[src/design/stcp_pkg.sv]
// shared types, constants and helpers of the serial text command parser
package stcp_pkg;

  localparam int unsigned LINE_BYTES = 64;
  localparam int unsigned LEN_W      = $clog2(LINE_BYTES + 1);
  localparam int unsigned NAME_CHARS = 12;

  typedef enum logic [2:0] {
    KIND_NONE     = 3'd0,
    KIND_INFO     = 3'd1,
    KIND_SEND     = 3'd2,
    KIND_RESET    = 3'd3,
    KIND_QUERY    = 3'd4,
    KIND_MODE     = 3'd5,
    KIND_SELECT   = 3'd6,
    KIND_GENERATE = 3'd7
  } kind_e;

  typedef enum logic [2:0] {
    ST_COLLECT = 3'b001,
    ST_OVF     = 3'b010,
    ST_PEND    = 3'b100
  } state_e;

  localparam logic [7:0] CH_CR    = 8'h0d;
  localparam logic [7:0] CH_LF    = 8'h0a;
  localparam logic [7:0] CH_COLON = 8'h3a;
  localparam logic [7:0] CH_DOT   = 8'h2e;
  localparam logic [7:0] CH_UNDER = 8'h5f;
  localparam logic [7:0] PRINT_LO = 8'd32;
  localparam logic [7:0] PRINT_HI = 8'd126;

  // command texts, left aligned in 16 characters
  localparam int unsigned NUM_CMDS   = 7;
  localparam int unsigned CMD_INFO   = 0;
  localparam int unsigned CMD_SEND   = 1;
  localparam int unsigned CMD_RESET  = 2;
  localparam int unsigned CMD_RATE   = 3;
  localparam int unsigned CMD_WAV    = 4;
  localparam int unsigned CMD_TX     = 5;
  localparam int unsigned CMD_STATUS = 6;

  localparam logic [127:0] CMD_TEXT [NUM_CMDS] = '{
    {"CMD:MODEM INFO:?"},
    {"CMD:SENDBUFFER", 16'h0},
    {"CMD:RESET MDM", 24'h0},
    {"CMD:DATA RATE:", 16'h0},
    {"CMD:WAV FILE:", 24'h0},
    {"CMD:TX FILE:", 32'h0},
    {"CMD:STATUS:?", 32'h0}
  };
  localparam logic [4:0] CMD_LEN [NUM_CMDS] = '{
    5'd16, 5'd14, 5'd13, 5'd14, 5'd13, 5'd12, 5'd12
  };
  // commands matched as a prefix of the line
  localparam logic [NUM_CMDS-1:0] CMD_PREFIX = 7'b0111000;

  // data rate tokens, left aligned in 5 characters; the last one is the query
  localparam int unsigned NUM_TOKENS = 14;
  localparam int unsigned TOK_QUERY  = 13;
  localparam logic [39:0] TOK_TEXT [NUM_TOKENS] = '{
    {"75S", 16'h0}, {"75L", 16'h0}, {"150S", 8'h0}, {"150L", 8'h0},
    {"300S", 8'h0}, {"300L", 8'h0}, {"600S", 8'h0}, {"600L", 8'h0},
    {"1200S"}, {"1200L"}, {"2400S"}, {"2400L"}, {"4800U"}, {"?", 32'h0}
  };
  localparam logic [2:0] TOK_LEN [NUM_TOKENS] = '{
    3'd3, 3'd3, 3'd4, 3'd4, 3'd4, 3'd4, 3'd4, 3'd4,
    3'd5, 3'd5, 3'd5, 3'd5, 3'd5, 3'd1
  };
  localparam logic [12:0] TOK_RATE [NUM_TOKENS] = '{
    13'd75, 13'd75, 13'd150, 13'd150, 13'd300, 13'd300, 13'd600, 13'd600,
    13'd1200, 13'd1200, 13'd2400, 13'd2400, 13'd4800, 13'd0
  };
  localparam logic [1:0] TOK_ILV [NUM_TOKENS] = '{
    2'd0, 2'd1, 2'd0, 2'd1, 2'd0, 2'd1, 2'd0, 2'd1,
    2'd0, 2'd1, 2'd0, 2'd1, 2'd2, 2'd0
  };

  localparam logic [23:0] EXT_WAV = "WAV";
  localparam logic [23:0] EXT_BIN = "BIN";

  typedef struct packed {
    kind_e       kind;
    logic        valid_res;
    logic        rate_query;
    logic [12:0] data_rate;
    logic [1:0]  interleave;
    logic [63:0] wav_name_head;
    logic [31:0] wav_name_tail;
    logic [63:0] source_name_head;
    logic [31:0] source_name_tail;
  } result_t;

  typedef struct packed {
    logic clear;
    logic store;
    logic emit_byte;
    logic emit_term;
    logic emit_blank;
  } ctrl_cmd_t;

  typedef struct packed {
    logic is_term;
    logic printable;
    logic line_full;
    logic line_empty;
    logic byte_hit;
    logic out_valid;
  } dp_status_t;

  function automatic logic is_name_char(input logic [7:0] c);
    return (c >= "A" && c <= "Z") || (c >= "0" && c <= "9") || c == CH_UNDER;
  endfunction

endpackage

[src/design/stcp_if.sv]
// transaction channels of the serial text command parser
interface stcp_in_if;
  logic       valid;
  logic       ready;
  logic       req_type;
  logic [7:0] byte_value;
  modport source (output valid, req_type, byte_value, input ready);
  modport sink (input valid, req_type, byte_value, output ready);
endinterface

interface stcp_out_if;
  logic        valid;
  logic        ready;
  logic [2:0]  kind;
  logic        valid_res;
  logic        rate_query;
  logic [12:0] data_rate;
  logic [1:0]  interleave;
  logic [63:0] wav_name_head;
  logic [31:0] wav_name_tail;
  logic [63:0] source_name_head;
  logic [31:0] source_name_tail;
  modport source (output valid, kind, valid_res, rate_query, data_rate, interleave,
                  wav_name_head, wav_name_tail, source_name_head, source_name_tail,
                  input ready);
  modport sink (input valid, kind, valid_res, rate_query, data_rate, interleave,
                wav_name_head, wav_name_tail, source_name_head, source_name_tail,
                output ready);
endinterface

[src/design/stcp_name_chk.sv]
// incremental file name checker and packer
module stcp_name_chk (
  input  logic        clk_i,
  input  logic        rst_ni,
  input  logic        clear_i,
  input  logic        en_i,
  input  logic [7:0]  char_i,
  input  logic [23:0] ext_i,
  output logic        ok_o,
  output logic [95:0] name_o
);
  import stcp_pkg::*;

  logic [3:0]  cnt_q, cnt_d;
  logic [3:0]  stem_q, stem_d;
  logic [1:0]  ext_q, ext_d;
  logic        dot_q, dot_d;
  logic        bad_q, bad_d;
  logic [95:0] name_q, name_d;

  always_comb begin
    cnt_d  = cnt_q;
    stem_d = stem_q;
    ext_d  = ext_q;
    dot_d  = dot_q;
    bad_d  = bad_q;
    name_d = name_q;
    if (en_i) begin
      if (cnt_q == 4'(NAME_CHARS)) begin
        bad_d = 1'b1;
      end else begin
        name_d[8*(4'(NAME_CHARS - 1) - cnt_q) +: 8] = char_i;
        cnt_d = cnt_q + 4'd1;
      end
      if (!dot_q) begin
        if (char_i == CH_DOT) begin
          if (stem_q == 4'd0) bad_d = 1'b1;
          else dot_d = 1'b1;
        end else if (is_name_char(char_i) && stem_q < 4'd8) begin
          stem_d = stem_q + 4'd1;
        end else begin
          bad_d = 1'b1;
        end
      end else if (ext_q != 2'd3 && char_i == ext_i[8*(2'd2 - ext_q) +: 8]) begin
        ext_d = ext_q + 2'd1;
      end else begin
        bad_d = 1'b1;
      end
    end
    if (clear_i) begin
      cnt_d  = '0;
      stem_d = '0;
      ext_d  = '0;
      dot_d  = 1'b0;
      bad_d  = 1'b0;
      name_d = '0;
    end
  end

  always_ff @(posedge clk_i or negedge rst_ni) begin
    if (!rst_ni) begin
      cnt_q  <= '0;
      stem_q <= '0;
      ext_q  <= '0;
      dot_q  <= 1'b0;
      bad_q  <= 1'b0;
      name_q <= '0;
    end else begin
      cnt_q  <= cnt_d;
      stem_q <= stem_d;
      ext_q  <= ext_d;
      dot_q  <= dot_d;
      bad_q  <= bad_d;
      name_q <= name_d;
    end
  end

  assign ok_o   = !bad_q && dot_q && ext_q == 2'd3;
  assign name_o = name_q;
endmodule

[src/design/stcp_datapath.sv]
// line matchers, name checkers and result register
module stcp_datapath (
  input  logic                   clk_i,
  input  logic                   rst_ni,
  input  stcp_pkg::ctrl_cmd_t    cmd_i,
  input  logic [7:0]             byte_i,
  input  logic                   out_ready_i,
  output stcp_pkg::dp_status_t   status_o,
  output stcp_pkg::result_t      result_o
);
  import stcp_pkg::*;

  logic [LEN_W-1:0]      len_q, len_d, len_inc, arg_off;
  logic [NUM_CMDS-1:0]   pm_q, pm_d;
  logic [NUM_TOKENS-1:0] tok_q, tok_d;
  logic                  colon_q, colon_d;
  logic                  out_valid_q;
  result_t               res_q, res_byte, res_term;
  logic                  byte_hit, rate_new, at_arg;
  logic                  wf_ok, bin_ok, txw_ok;
  logic [95:0]           wf_name, bin_name, txw_name;
  logic                  tx_ok;

  assign len_inc = len_q + 1'b1;
  assign arg_off = len_q - LEN_W'(CMD_LEN[CMD_RATE]);
  assign at_arg  = len_q >= LEN_W'(CMD_LEN[CMD_RATE]);

  // prefix and token match flags as the byte is appended
  always_comb begin
    for (int k = 0; k < NUM_CMDS; k++) begin
      if (len_q < LEN_W'(CMD_LEN[k]))
        pm_d[k] = pm_q[k] && byte_i == CMD_TEXT[k][8*(4'd15 - len_q[3:0]) +: 8];
      else
        pm_d[k] = pm_q[k] && CMD_PREFIX[k];
    end
    for (int t = 0; t < NUM_TOKENS; t++) begin
      if (!at_arg)
        tok_d[t] = tok_q[t];
      else
        tok_d[t] = tok_q[t] && arg_off < LEN_W'(TOK_LEN[t]) &&
                   byte_i == TOK_TEXT[t][8*(3'd4 - arg_off[2:0]) +: 8];
    end
  end

  assign rate_new = pm_d[CMD_RATE] && len_inc >= LEN_W'(CMD_LEN[CMD_RATE]);

  // result of the line that now ends with this byte
  always_comb begin
    res_byte = '0;
    byte_hit = 1'b0;
    if (pm_d[CMD_INFO] && len_inc == LEN_W'(CMD_LEN[CMD_INFO])) begin
      res_byte.kind = KIND_INFO;
      byte_hit = 1'b1;
    end else if (pm_d[CMD_SEND] && len_inc == LEN_W'(CMD_LEN[CMD_SEND])) begin
      res_byte.kind = KIND_SEND;
      byte_hit = 1'b1;
    end else if (pm_d[CMD_RESET] && len_inc == LEN_W'(CMD_LEN[CMD_RESET])) begin
      res_byte.kind = KIND_RESET;
      byte_hit = 1'b1;
    end else if (rate_new) begin
      for (int t = 0; t < NUM_TOKENS; t++) begin
        if (tok_d[t] && len_inc - LEN_W'(CMD_LEN[CMD_RATE]) == LEN_W'(TOK_LEN[t])) begin
          byte_hit = 1'b1;
          if (t == TOK_QUERY) begin
            res_byte.kind       = KIND_QUERY;
            res_byte.rate_query = 1'b1;
          end else begin
            res_byte.kind       = KIND_MODE;
            res_byte.data_rate  = TOK_RATE[t];
            res_byte.interleave = TOK_ILV[t];
          end
        end
      end
    end
    res_byte.valid_res = byte_hit;
  end

  assign tx_ok = colon_q && bin_ok && txw_ok;

  // result at a line terminator
  always_comb begin
    res_term = '0;
    if (pm_q[CMD_RATE] && len_q >= LEN_W'(CMD_LEN[CMD_RATE])) begin
      res_term.kind = KIND_NONE;
    end else if (pm_q[CMD_WAV] && len_q >= LEN_W'(CMD_LEN[CMD_WAV])) begin
      res_term.kind      = KIND_SELECT;
      res_term.valid_res = wf_ok;
      if (wf_ok) {res_term.wav_name_head, res_term.wav_name_tail} = wf_name;
    end else if (pm_q[CMD_TX] && len_q >= LEN_W'(CMD_LEN[CMD_TX])) begin
      res_term.kind      = KIND_GENERATE;
      res_term.valid_res = tx_ok;
      if (colon_q && bin_ok)
        {res_term.source_name_head, res_term.source_name_tail} = bin_name;
      if (tx_ok) {res_term.wav_name_head, res_term.wav_name_tail} = txw_name;
    end else if (pm_q[CMD_STATUS] && len_q == LEN_W'(CMD_LEN[CMD_STATUS])) begin
      res_term.kind      = KIND_QUERY;
      res_term.valid_res = 1'b1;
    end
  end

  stcp_name_chk u_wav_file (
    .clk_i, .rst_ni,
    .clear_i(cmd_i.clear),
    .en_i(cmd_i.store && len_q >= LEN_W'(CMD_LEN[CMD_WAV])),
    .char_i(byte_i), .ext_i(EXT_WAV), .ok_o(wf_ok), .name_o(wf_name)
  );

  stcp_name_chk u_tx_bin (
    .clk_i, .rst_ni,
    .clear_i(cmd_i.clear),
    .en_i(cmd_i.store && len_q >= LEN_W'(CMD_LEN[CMD_TX]) && !colon_q && byte_i != CH_COLON),
    .char_i(byte_i), .ext_i(EXT_BIN), .ok_o(bin_ok), .name_o(bin_name)
  );

  stcp_name_chk u_tx_wav (
    .clk_i, .rst_ni,
    .clear_i(cmd_i.clear),
    .en_i(cmd_i.store && colon_q),
    .char_i(byte_i), .ext_i(EXT_WAV), .ok_o(txw_ok), .name_o(txw_name)
  );

  always_comb begin
    len_d   = len_q;
    colon_d = colon_q;
    if (cmd_i.clear) begin
      len_d   = '0;
      colon_d = 1'b0;
    end else if (cmd_i.store) begin
      len_d   = len_inc;
      colon_d = colon_q || (len_q >= LEN_W'(CMD_LEN[CMD_TX]) && byte_i == CH_COLON);
    end
  end

  always_ff @(posedge clk_i or negedge rst_ni) begin
    if (!rst_ni) begin
      len_q       <= '0;
      pm_q        <= '1;
      tok_q       <= '1;
      colon_q     <= 1'b0;
      out_valid_q <= 1'b0;
    end else begin
      len_q   <= len_d;
      colon_q <= colon_d;
      if (cmd_i.clear) begin
        pm_q  <= '1;
        tok_q <= '1;
      end else if (cmd_i.store) begin
        pm_q  <= pm_d;
        tok_q <= tok_d;
      end
      if (cmd_i.emit_byte || cmd_i.emit_term || cmd_i.emit_blank) out_valid_q <= 1'b1;
      else if (out_ready_i) out_valid_q <= 1'b0;
    end
  end

  always_ff @(posedge clk_i) begin
    if (cmd_i.emit_byte) res_q <= res_byte;
    else if (cmd_i.emit_term) res_q <= res_term;
    else if (cmd_i.emit_blank) res_q <= '0;
  end

  always_comb begin
    status_o.is_term    = byte_i == CH_CR || byte_i == CH_LF;
    status_o.printable  = byte_i inside {[PRINT_LO:PRINT_HI]};
    status_o.line_full  = len_q >= LEN_W'(LINE_BYTES - 1);
    status_o.line_empty = len_q == '0;
    status_o.byte_hit   = byte_hit;
    status_o.out_valid  = out_valid_q;
  end

  assign result_o = res_q;
endmodule

[src/design/stcp_ctrl.sv]
// parser controller state machine
module stcp_ctrl (
  input  logic                 clk_i,
  input  logic                 rst_ni,
  input  logic                 in_valid_i,
  input  logic                 req_type_i,
  input  logic                 out_ready_i,
  input  stcp_pkg::dp_status_t status_i,
  output logic                 in_ready_o,
  output stcp_pkg::ctrl_cmd_t  cmd_o
);
  import stcp_pkg::*;

  state_e state_q, state_d;
  logic   fire;

  // bytes while a result is held are dropped, so they never need the output slot
  assign in_ready_o = !status_i.out_valid || out_ready_i || state_q == ST_PEND;
  assign fire       = in_valid_i && in_ready_o;

  always_comb begin
    cmd_o   = '0;
    state_d = state_q;
    if (fire) begin
      if (req_type_i) begin
        cmd_o.clear = 1'b1;
        state_d     = ST_COLLECT;
      end else begin
        case (state_q)
          ST_PEND: ;
          ST_OVF: begin
            if (status_i.is_term) begin
              cmd_o.emit_blank = 1'b1;
              state_d          = ST_PEND;
            end
          end
          ST_COLLECT: begin
            if (status_i.is_term) begin
              if (!status_i.line_empty) begin
                cmd_o.emit_term = 1'b1;
                state_d         = ST_PEND;
              end
            end else if (status_i.line_full || !status_i.printable) begin
              state_d = ST_OVF;
            end else begin
              cmd_o.store = 1'b1;
              if (status_i.byte_hit) begin
                cmd_o.emit_byte = 1'b1;
                state_d         = ST_PEND;
              end
            end
          end
          default: state_d = ST_COLLECT;
        endcase
      end
    end
  end

  always_ff @(posedge clk_i or negedge rst_ni) begin
    if (!rst_ni) state_q <= ST_COLLECT;
    else state_q <= state_d;
  end
endmodule

[src/design/serial_text_command_parser.sv]
// Serial text command parser: each transaction on in_i is one received byte (req_type 0) or a
// consume (req_type 1); the line is matched as it arrives by per command prefix flags, data
// rate token flags and three incremental file name checkers, so no scan is needed at CR or LF.
// Info, send, reset and data rate commands give their result on their last character, the
// others on the terminator. One result at most is held in the output register; until a
// consume arrives further bytes are taken and dropped, and a new transaction is refused only
// while the output register is full and the parser could still produce a result.
module serial_text_command_parser (
  input  logic       clk_i,
  input  logic       rst_ni,
  stcp_in_if.sink    in_i,
  stcp_out_if.source out_o
);
  import stcp_pkg::*;

  ctrl_cmd_t  cmd;
  dp_status_t status;
  result_t    res;

  stcp_ctrl u_ctrl (
    .clk_i, .rst_ni,
    .in_valid_i(in_i.valid),
    .req_type_i(in_i.req_type),
    .out_ready_i(out_o.ready),
    .status_i(status),
    .in_ready_o(in_i.ready),
    .cmd_o(cmd)
  );

  stcp_datapath u_datapath (
    .clk_i, .rst_ni,
    .cmd_i(cmd),
    .byte_i(in_i.byte_value),
    .out_ready_i(out_o.ready),
    .status_o(status),
    .result_o(res)
  );

  assign out_o.valid            = status.out_valid;
  assign out_o.kind             = res.kind;
  assign out_o.valid_res        = res.valid_res;
  assign out_o.rate_query       = res.rate_query;
  assign out_o.data_rate        = res.data_rate;
  assign out_o.interleave       = res.interleave;
  assign out_o.wav_name_head    = res.wav_name_head;
  assign out_o.wav_name_tail    = res.wav_name_tail;
  assign out_o.source_name_head = res.source_name_head;
  assign out_o.source_name_tail = res.source_name_tail;
endmodule

[src/flat_wrapper.sv]
// flat-port wrapper written by rule: the top's interface ports become plain ports
module serial_text_command_parser_flat import stcp_pkg::*;
  (clk_i, rst_ni, in_i_valid, in_i_req_type, in_i_byte_value, in_i_ready, out_o_valid, out_o_kind, out_o_valid_res, out_o_rate_query, out_o_data_rate, out_o_interleave, out_o_wav_name_head, out_o_wav_name_tail, out_o_source_name_head, out_o_source_name_tail, out_o_ready);
  stcp_in_if in_i_i ();
  stcp_out_if out_o_i ();
  input  logic clk_i;
  input  logic rst_ni;
  input wire logic [$bits(in_i_i.valid)-1:0] in_i_valid;
  input wire logic [$bits(in_i_i.req_type)-1:0] in_i_req_type;
  input wire logic [$bits(in_i_i.byte_value)-1:0] in_i_byte_value;
  output wire logic [$bits(in_i_i.ready)-1:0] in_i_ready;
  output wire logic [$bits(out_o_i.valid)-1:0] out_o_valid;
  output wire logic [$bits(out_o_i.kind)-1:0] out_o_kind;
  output wire logic [$bits(out_o_i.valid_res)-1:0] out_o_valid_res;
  output wire logic [$bits(out_o_i.rate_query)-1:0] out_o_rate_query;
  output wire logic [$bits(out_o_i.data_rate)-1:0] out_o_data_rate;
  output wire logic [$bits(out_o_i.interleave)-1:0] out_o_interleave;
  output wire logic [$bits(out_o_i.wav_name_head)-1:0] out_o_wav_name_head;
  output wire logic [$bits(out_o_i.wav_name_tail)-1:0] out_o_wav_name_tail;
  output wire logic [$bits(out_o_i.source_name_head)-1:0] out_o_source_name_head;
  output wire logic [$bits(out_o_i.source_name_tail)-1:0] out_o_source_name_tail;
  input wire logic [$bits(out_o_i.ready)-1:0] out_o_ready;
  assign in_i_i.valid = in_i_valid;
  assign in_i_i.req_type = in_i_req_type;
  assign in_i_i.byte_value = in_i_byte_value;
  assign in_i_ready = in_i_i.ready;
  assign out_o_valid = out_o_i.valid;
  assign out_o_kind = out_o_i.kind;
  assign out_o_valid_res = out_o_i.valid_res;
  assign out_o_rate_query = out_o_i.rate_query;
  assign out_o_data_rate = out_o_i.data_rate;
  assign out_o_interleave = out_o_i.interleave;
  assign out_o_wav_name_head = out_o_i.wav_name_head;
  assign out_o_wav_name_tail = out_o_i.wav_name_tail;
  assign out_o_source_name_head = out_o_i.source_name_head;
  assign out_o_source_name_tail = out_o_i.source_name_tail;
  assign out_o_i.ready = out_o_ready;
  serial_text_command_parser u_core (.clk_i(clk_i), .rst_ni(rst_ni), .in_i(in_i_i), .out_o(out_o_i));
endmodule
[config.mk]
export PLATFORM = sky130hd
export DESIGN_NAME = serial_text_command_parser_flat
export DESIGN_NICKNAME = d
export VERILOG_FILES = /design/src/design/stcp_pkg.sv /design/src/design/stcp_if.sv /design/src/design/stcp_name_chk.sv /design/src/design/stcp_datapath.sv /design/src/design/stcp_ctrl.sv /design/src/design/serial_text_command_parser.sv /design/src/flat_wrapper.sv
export SDC_FILE = /design/constraint.sdc
export NUM_CORES = 1
export LEC_CHECK = 0
export ABC_AREA = 1
export BUFFER_PORTS_ARGS = -buffer_cell sky130_fd_sc_hd__buf_4
export CAP_MARGIN = 10
export CORE_MARGIN = 4
export CORE_UTILIZATION = 51
export DETAILED_ROUTE_END_ITERATION = 10
export PLACE_DENSITY = 0.69
export SYNTH_ARGS = -nofsm -noshare
export SYNTH_HDL_FRONTEND = slang
export SYNTH_SLANG_ARGS = --single-unit
[constraint.sdc]
create_clock -name clk_i -period 5.22 [get_ports clk_i]
set_input_delay 1.044 -clock clk_i [delete_from_list [all_inputs] [get_ports clk_i]]
set_output_delay 1.044 -clock clk_i [all_outputs]
set_load 0.02 [all_outputs]
==> metrics.csv <==
stage;metric;value;unit
sta;Setup TNS;0;ps
drt;total routed wirelength;86000;µm
sta;RSZ-0062 raised after global routing;false;
global_routing;largest net degree at the start of global routing;104;
synth;Post-Synthesis Cell Area;29200;µm²
drt;Routed Antenna Nets;0;
global_routing;GRT Total Usage;27.6;%
worst_setup_path;CP arrival;5010;ps
die;core area;56600;µm²
synth;ys async rst share;62.9;%
cts;post_cts resized;0;
sta;final setup vio count;0;
drt;DRC Markers;0;
worst_setup_path;Worst setup EP type;flip-flop;
die;Starting Density;51.7;%
sta;fin crit share;85.2;%
global_routing;number of global-route vias before repair;24100;
synth;number of enable flip-flop cells after synthesis;19;
worst_setup_path;CP most frequent cell;nand2_1;
place;hpwl dp;61000;µm
sta;Clock Skew;17.5;ps
die;number of cell rows;87;
die;Die X;247;µm
sta;final slew viol count;0;
place;Placed Cells;4424;
synth;syn nets;3641;
sta;Setup WS post-layout;775;ps
drt;routed length per instance;19.0;µm
cts;Post-CTS Setup Bufs;0;
die;DIE AREA;61200;µm²
global_routing;first-pass GRT wire length;135000;µm
finish;Non-Filler Instances;4533;
synth;Post-synth top flop;dfrtp_1;
synth;Synth cell types;70;
finish;Antenna diodes;0;
cts;hold_buf cts;0;
sta;Fmax achieved;0.225;GHz
global_routing;initial antenna violation count;0;
worst_setup_path;CP peak stage delay;460;ps
drt;Starting DRT DRC Count;2590;
cts;Bufs on Longest Clock Path;3;
worst_setup_path;reg2reg setup slack;770;ps
cts;Worst-Skew Late Latency;630;ps
status;status;finished clean;
sta;Final Critical Period;4450;ps
finish;Layout fillers;5239;
worst_setup_path;Bufs and invs on worst path;3;
worst_setup_path;Crit Path Class;reg -> reg;
cts;CTS tree;yes;
worst_setup_path;crit path launch type;flip-flop;
flow_run;max cap viols;0;
synth;Syn. warnings;0;
power_and_ir_drop;Max VDD drop;0.243;mV
worst_setup_path;crit-path max FO;65;
sta;final hold vios;0;
synth;register area share after synthesis;45.7;%
worst_hold_path;worst hold path class;in -> async;
die;Die Span Y;247;µm
sta;Fin Hold WS;456;ps
synth;syn_area_per_cell;8.22;µm²
worst_setup_path;delay-heaviest family, CP;simple AND/OR/NAND/NOR gates;
finish;P&R area growth vs syn;13.7;%
finish;share of cells above drive strength 1;18.0;%
finish;Final Net Count;3809;
cts;Worst-path clk slew;60;ps
finish;Finished Core Util;58.8;%
worst_setup_path;required time of the critical path;5780;ps
drt;DR vias/cell;5.62;
global_routing;grt ovf;0;
cts;H-Tree Depth;2;
sta;Max transition margin;34.7;%
place;placer congestion estimate;0.988;
place;DP Worst Slack;764;ps
cts;Num CTS Buffers;58;
drt;drt pass-1 iters;6;
synth;Synth Instances;3560;
worst_setup_path;critical path's slowest cell;ha_1;
place;input/output buffers;226;
worst_setup_path;Cell Chain, Critical Path;inv_2 -> ha_1 -> ha_1 -> nor2_1 -> nand2_2 -> o21ai_0 -> nor2_1 -> nand3_1 -> nand2_1 -> nand2_1 -> nand2_1 -> inv_2 -> nand2_4 -> nor2_4 -> nand3_4 -> nand2_4 -> nand2_4 -> nand2_8 -> buf_12 -> nand3_2 -> nand2_1;
power_and_ir_drop;power per cell area;283;nW/µm²
drt;vias;25500;
power_and_ir_drop;leakage power;15.3;nW
synth;flops & latches, synth;568;
cts;number of clock sinks;568;
die;io pins;227;
sta;worst-margin pin slew;975;ps
cts;Root Buffer;clkbuf_16;
[cells in the mapped netlist (62+ instances only)]
cell type,number,area [µm²]
inv_1,414,1550
nand3_2,190,1900
dfrtp_1,335,8380
o21ai_0,201,1010
nand3_1,195,976
nor2_1,225,845
nand2_1,870,3270
dfxtp_1,192,3840
buf_2,62,310
nor3_1,79,395
o22ai_1,197,1230
ha_1,65,813
a21oi_1,64,320
[power by group]
part | switching, W | leakage (nW) | total, W | internal, W
sequential | 0.0000290 | 6.62 | 0.00448 | 0.00446
clock | 0.00178 | 0.944 | 0.00416 | 0.00238
combinational | 0.000547 | 7.77 | 0.000755 | 0.000208
total | 0.00235 | 15.3 | 0.00940 | 0.00704
[area by class of cell]
type | instances | area (µm²) | share of cell area, %
flip-flops and latches | 568 | 13400 | 40.2
multi-input cells | 2374 | 13100 | 39.3
repair buffers | 285 | 2300 | 6.91
clock buffers | 84 | 1670 | 5.02
inverters | 441 | 1660 | 4.98
well taps | 756 | 946 | 2.84
clock inverters | 25 | 249 | 0.748
[layout by cell type, fill, tap and decap left out, types with 190 or more instances in the layout]
cell type  instances
nor2_1           224
nand3_1          195
o22ai_1          197
nand2_1          868
inv_1            413
nand3_2          190
buf_4            272
dfxtp_1          192
dfrtp_1          335
o21ai_0          201
[layer usage]
metal,track usage [%],vias up,wire length (µm)
li1,-,12100,-
met1,41.6,12100,39500
met2,40.7,1041,36900
met3,5.55,163,7430
met4,6.77,2,2090
met5,0.715,-,58
[registers in the layout, summed over array words and instances (netlist names), 2 cells and up]
name	flops
u_core.u_datapath.result_o	211
u_core.u_datapath.u_tx_wav.stem_q	4
u_core.u_datapath.u_wav_file.stem_q	4
u_core.u_ctrl.state_q	3
u_core.u_datapath.u_tx_bin.name_o	96
u_core.u_datapath.u_tx_bin.stem_q	4
u_core.u_datapath.u_tx_wav.name_o	96
u_core.u_datapath.u_tx_wav.cnt_q	4
u_core.u_datapath.u_tx_wav.ext_q	2
u_core.u_datapath.u_tx_bin.cnt_q	4
u_core.u_datapath.pm_q	7
u_core.u_datapath.u_wav_file.name_o	96
u_core.u_datapath.tok_q	14
u_core.u_datapath.len_q	7
u_core.u_datapath.u_wav_file.cnt_q	4
u_core.u_datapath.u_tx_bin.ext_q	2
u_core.u_datapath.u_wav_file.ext_q	2
[worst paths after layout]
kind | start | to | depth (start not counted)
worst min-delay path | rst_ni | u_core.u_datapath.u_tx_wav.name_o[65]$_DFFE_PN0P_ | 1
worst max-delay path | u_core.u_datapath.len_q[2]$_DFFE_PN0P_ | u_core.u_datapath.result_o[149]$_SDFFE_PP0P_ | 21
max in group asynchronous | rst_ni | u_core.u_datapath.u_tx_bin.name_o[31]$_DFFE_PN0P_ | 2
worst max register to register | u_core.u_datapath.len_q[2]$_DFFE_PN0P_ | u_core.u_datapath.result_o[149]$_SDFFE_PP0P_ | 21
min in group clk_i | u_core.u_datapath.result_o[39]$_SDFFE_PP0P_ | u_core.u_datapath.result_o[39]$_SDFFE_PP0P_ | 2
worst min register to register | u_core.u_datapath.result_o[39]$_SDFFE_PP0P_ | u_core.u_datapath.result_o[39]$_SDFFE_PP0P_ | 2
[through the flow]
step	instance area [µm²]	total power, W
floorplan	29200	0.00505
global placement	31300	0.00530
finish	33300	0.00940
CTS	33300	0.00945
global route	33300	0.00973
detailed placement	31300	0.00531
[cells by family (layout without fill, tap and decap cells)]
family | count (synthesis) | in the layout | synth area share [%]
simple gates | 1712 | 1712 | 29.1
buf+inv | 618 | 835 | 9.72
fa+ha+maj | 68 | 68 | 2.99
compound gates | 560 | 560 | 11.4
mux | 1 | 1 | 0.0342
flops | 568 | 568 | 45.7
xor+xnor | 33 | 33 | 1.01
(Power assumes the default switching activity.)
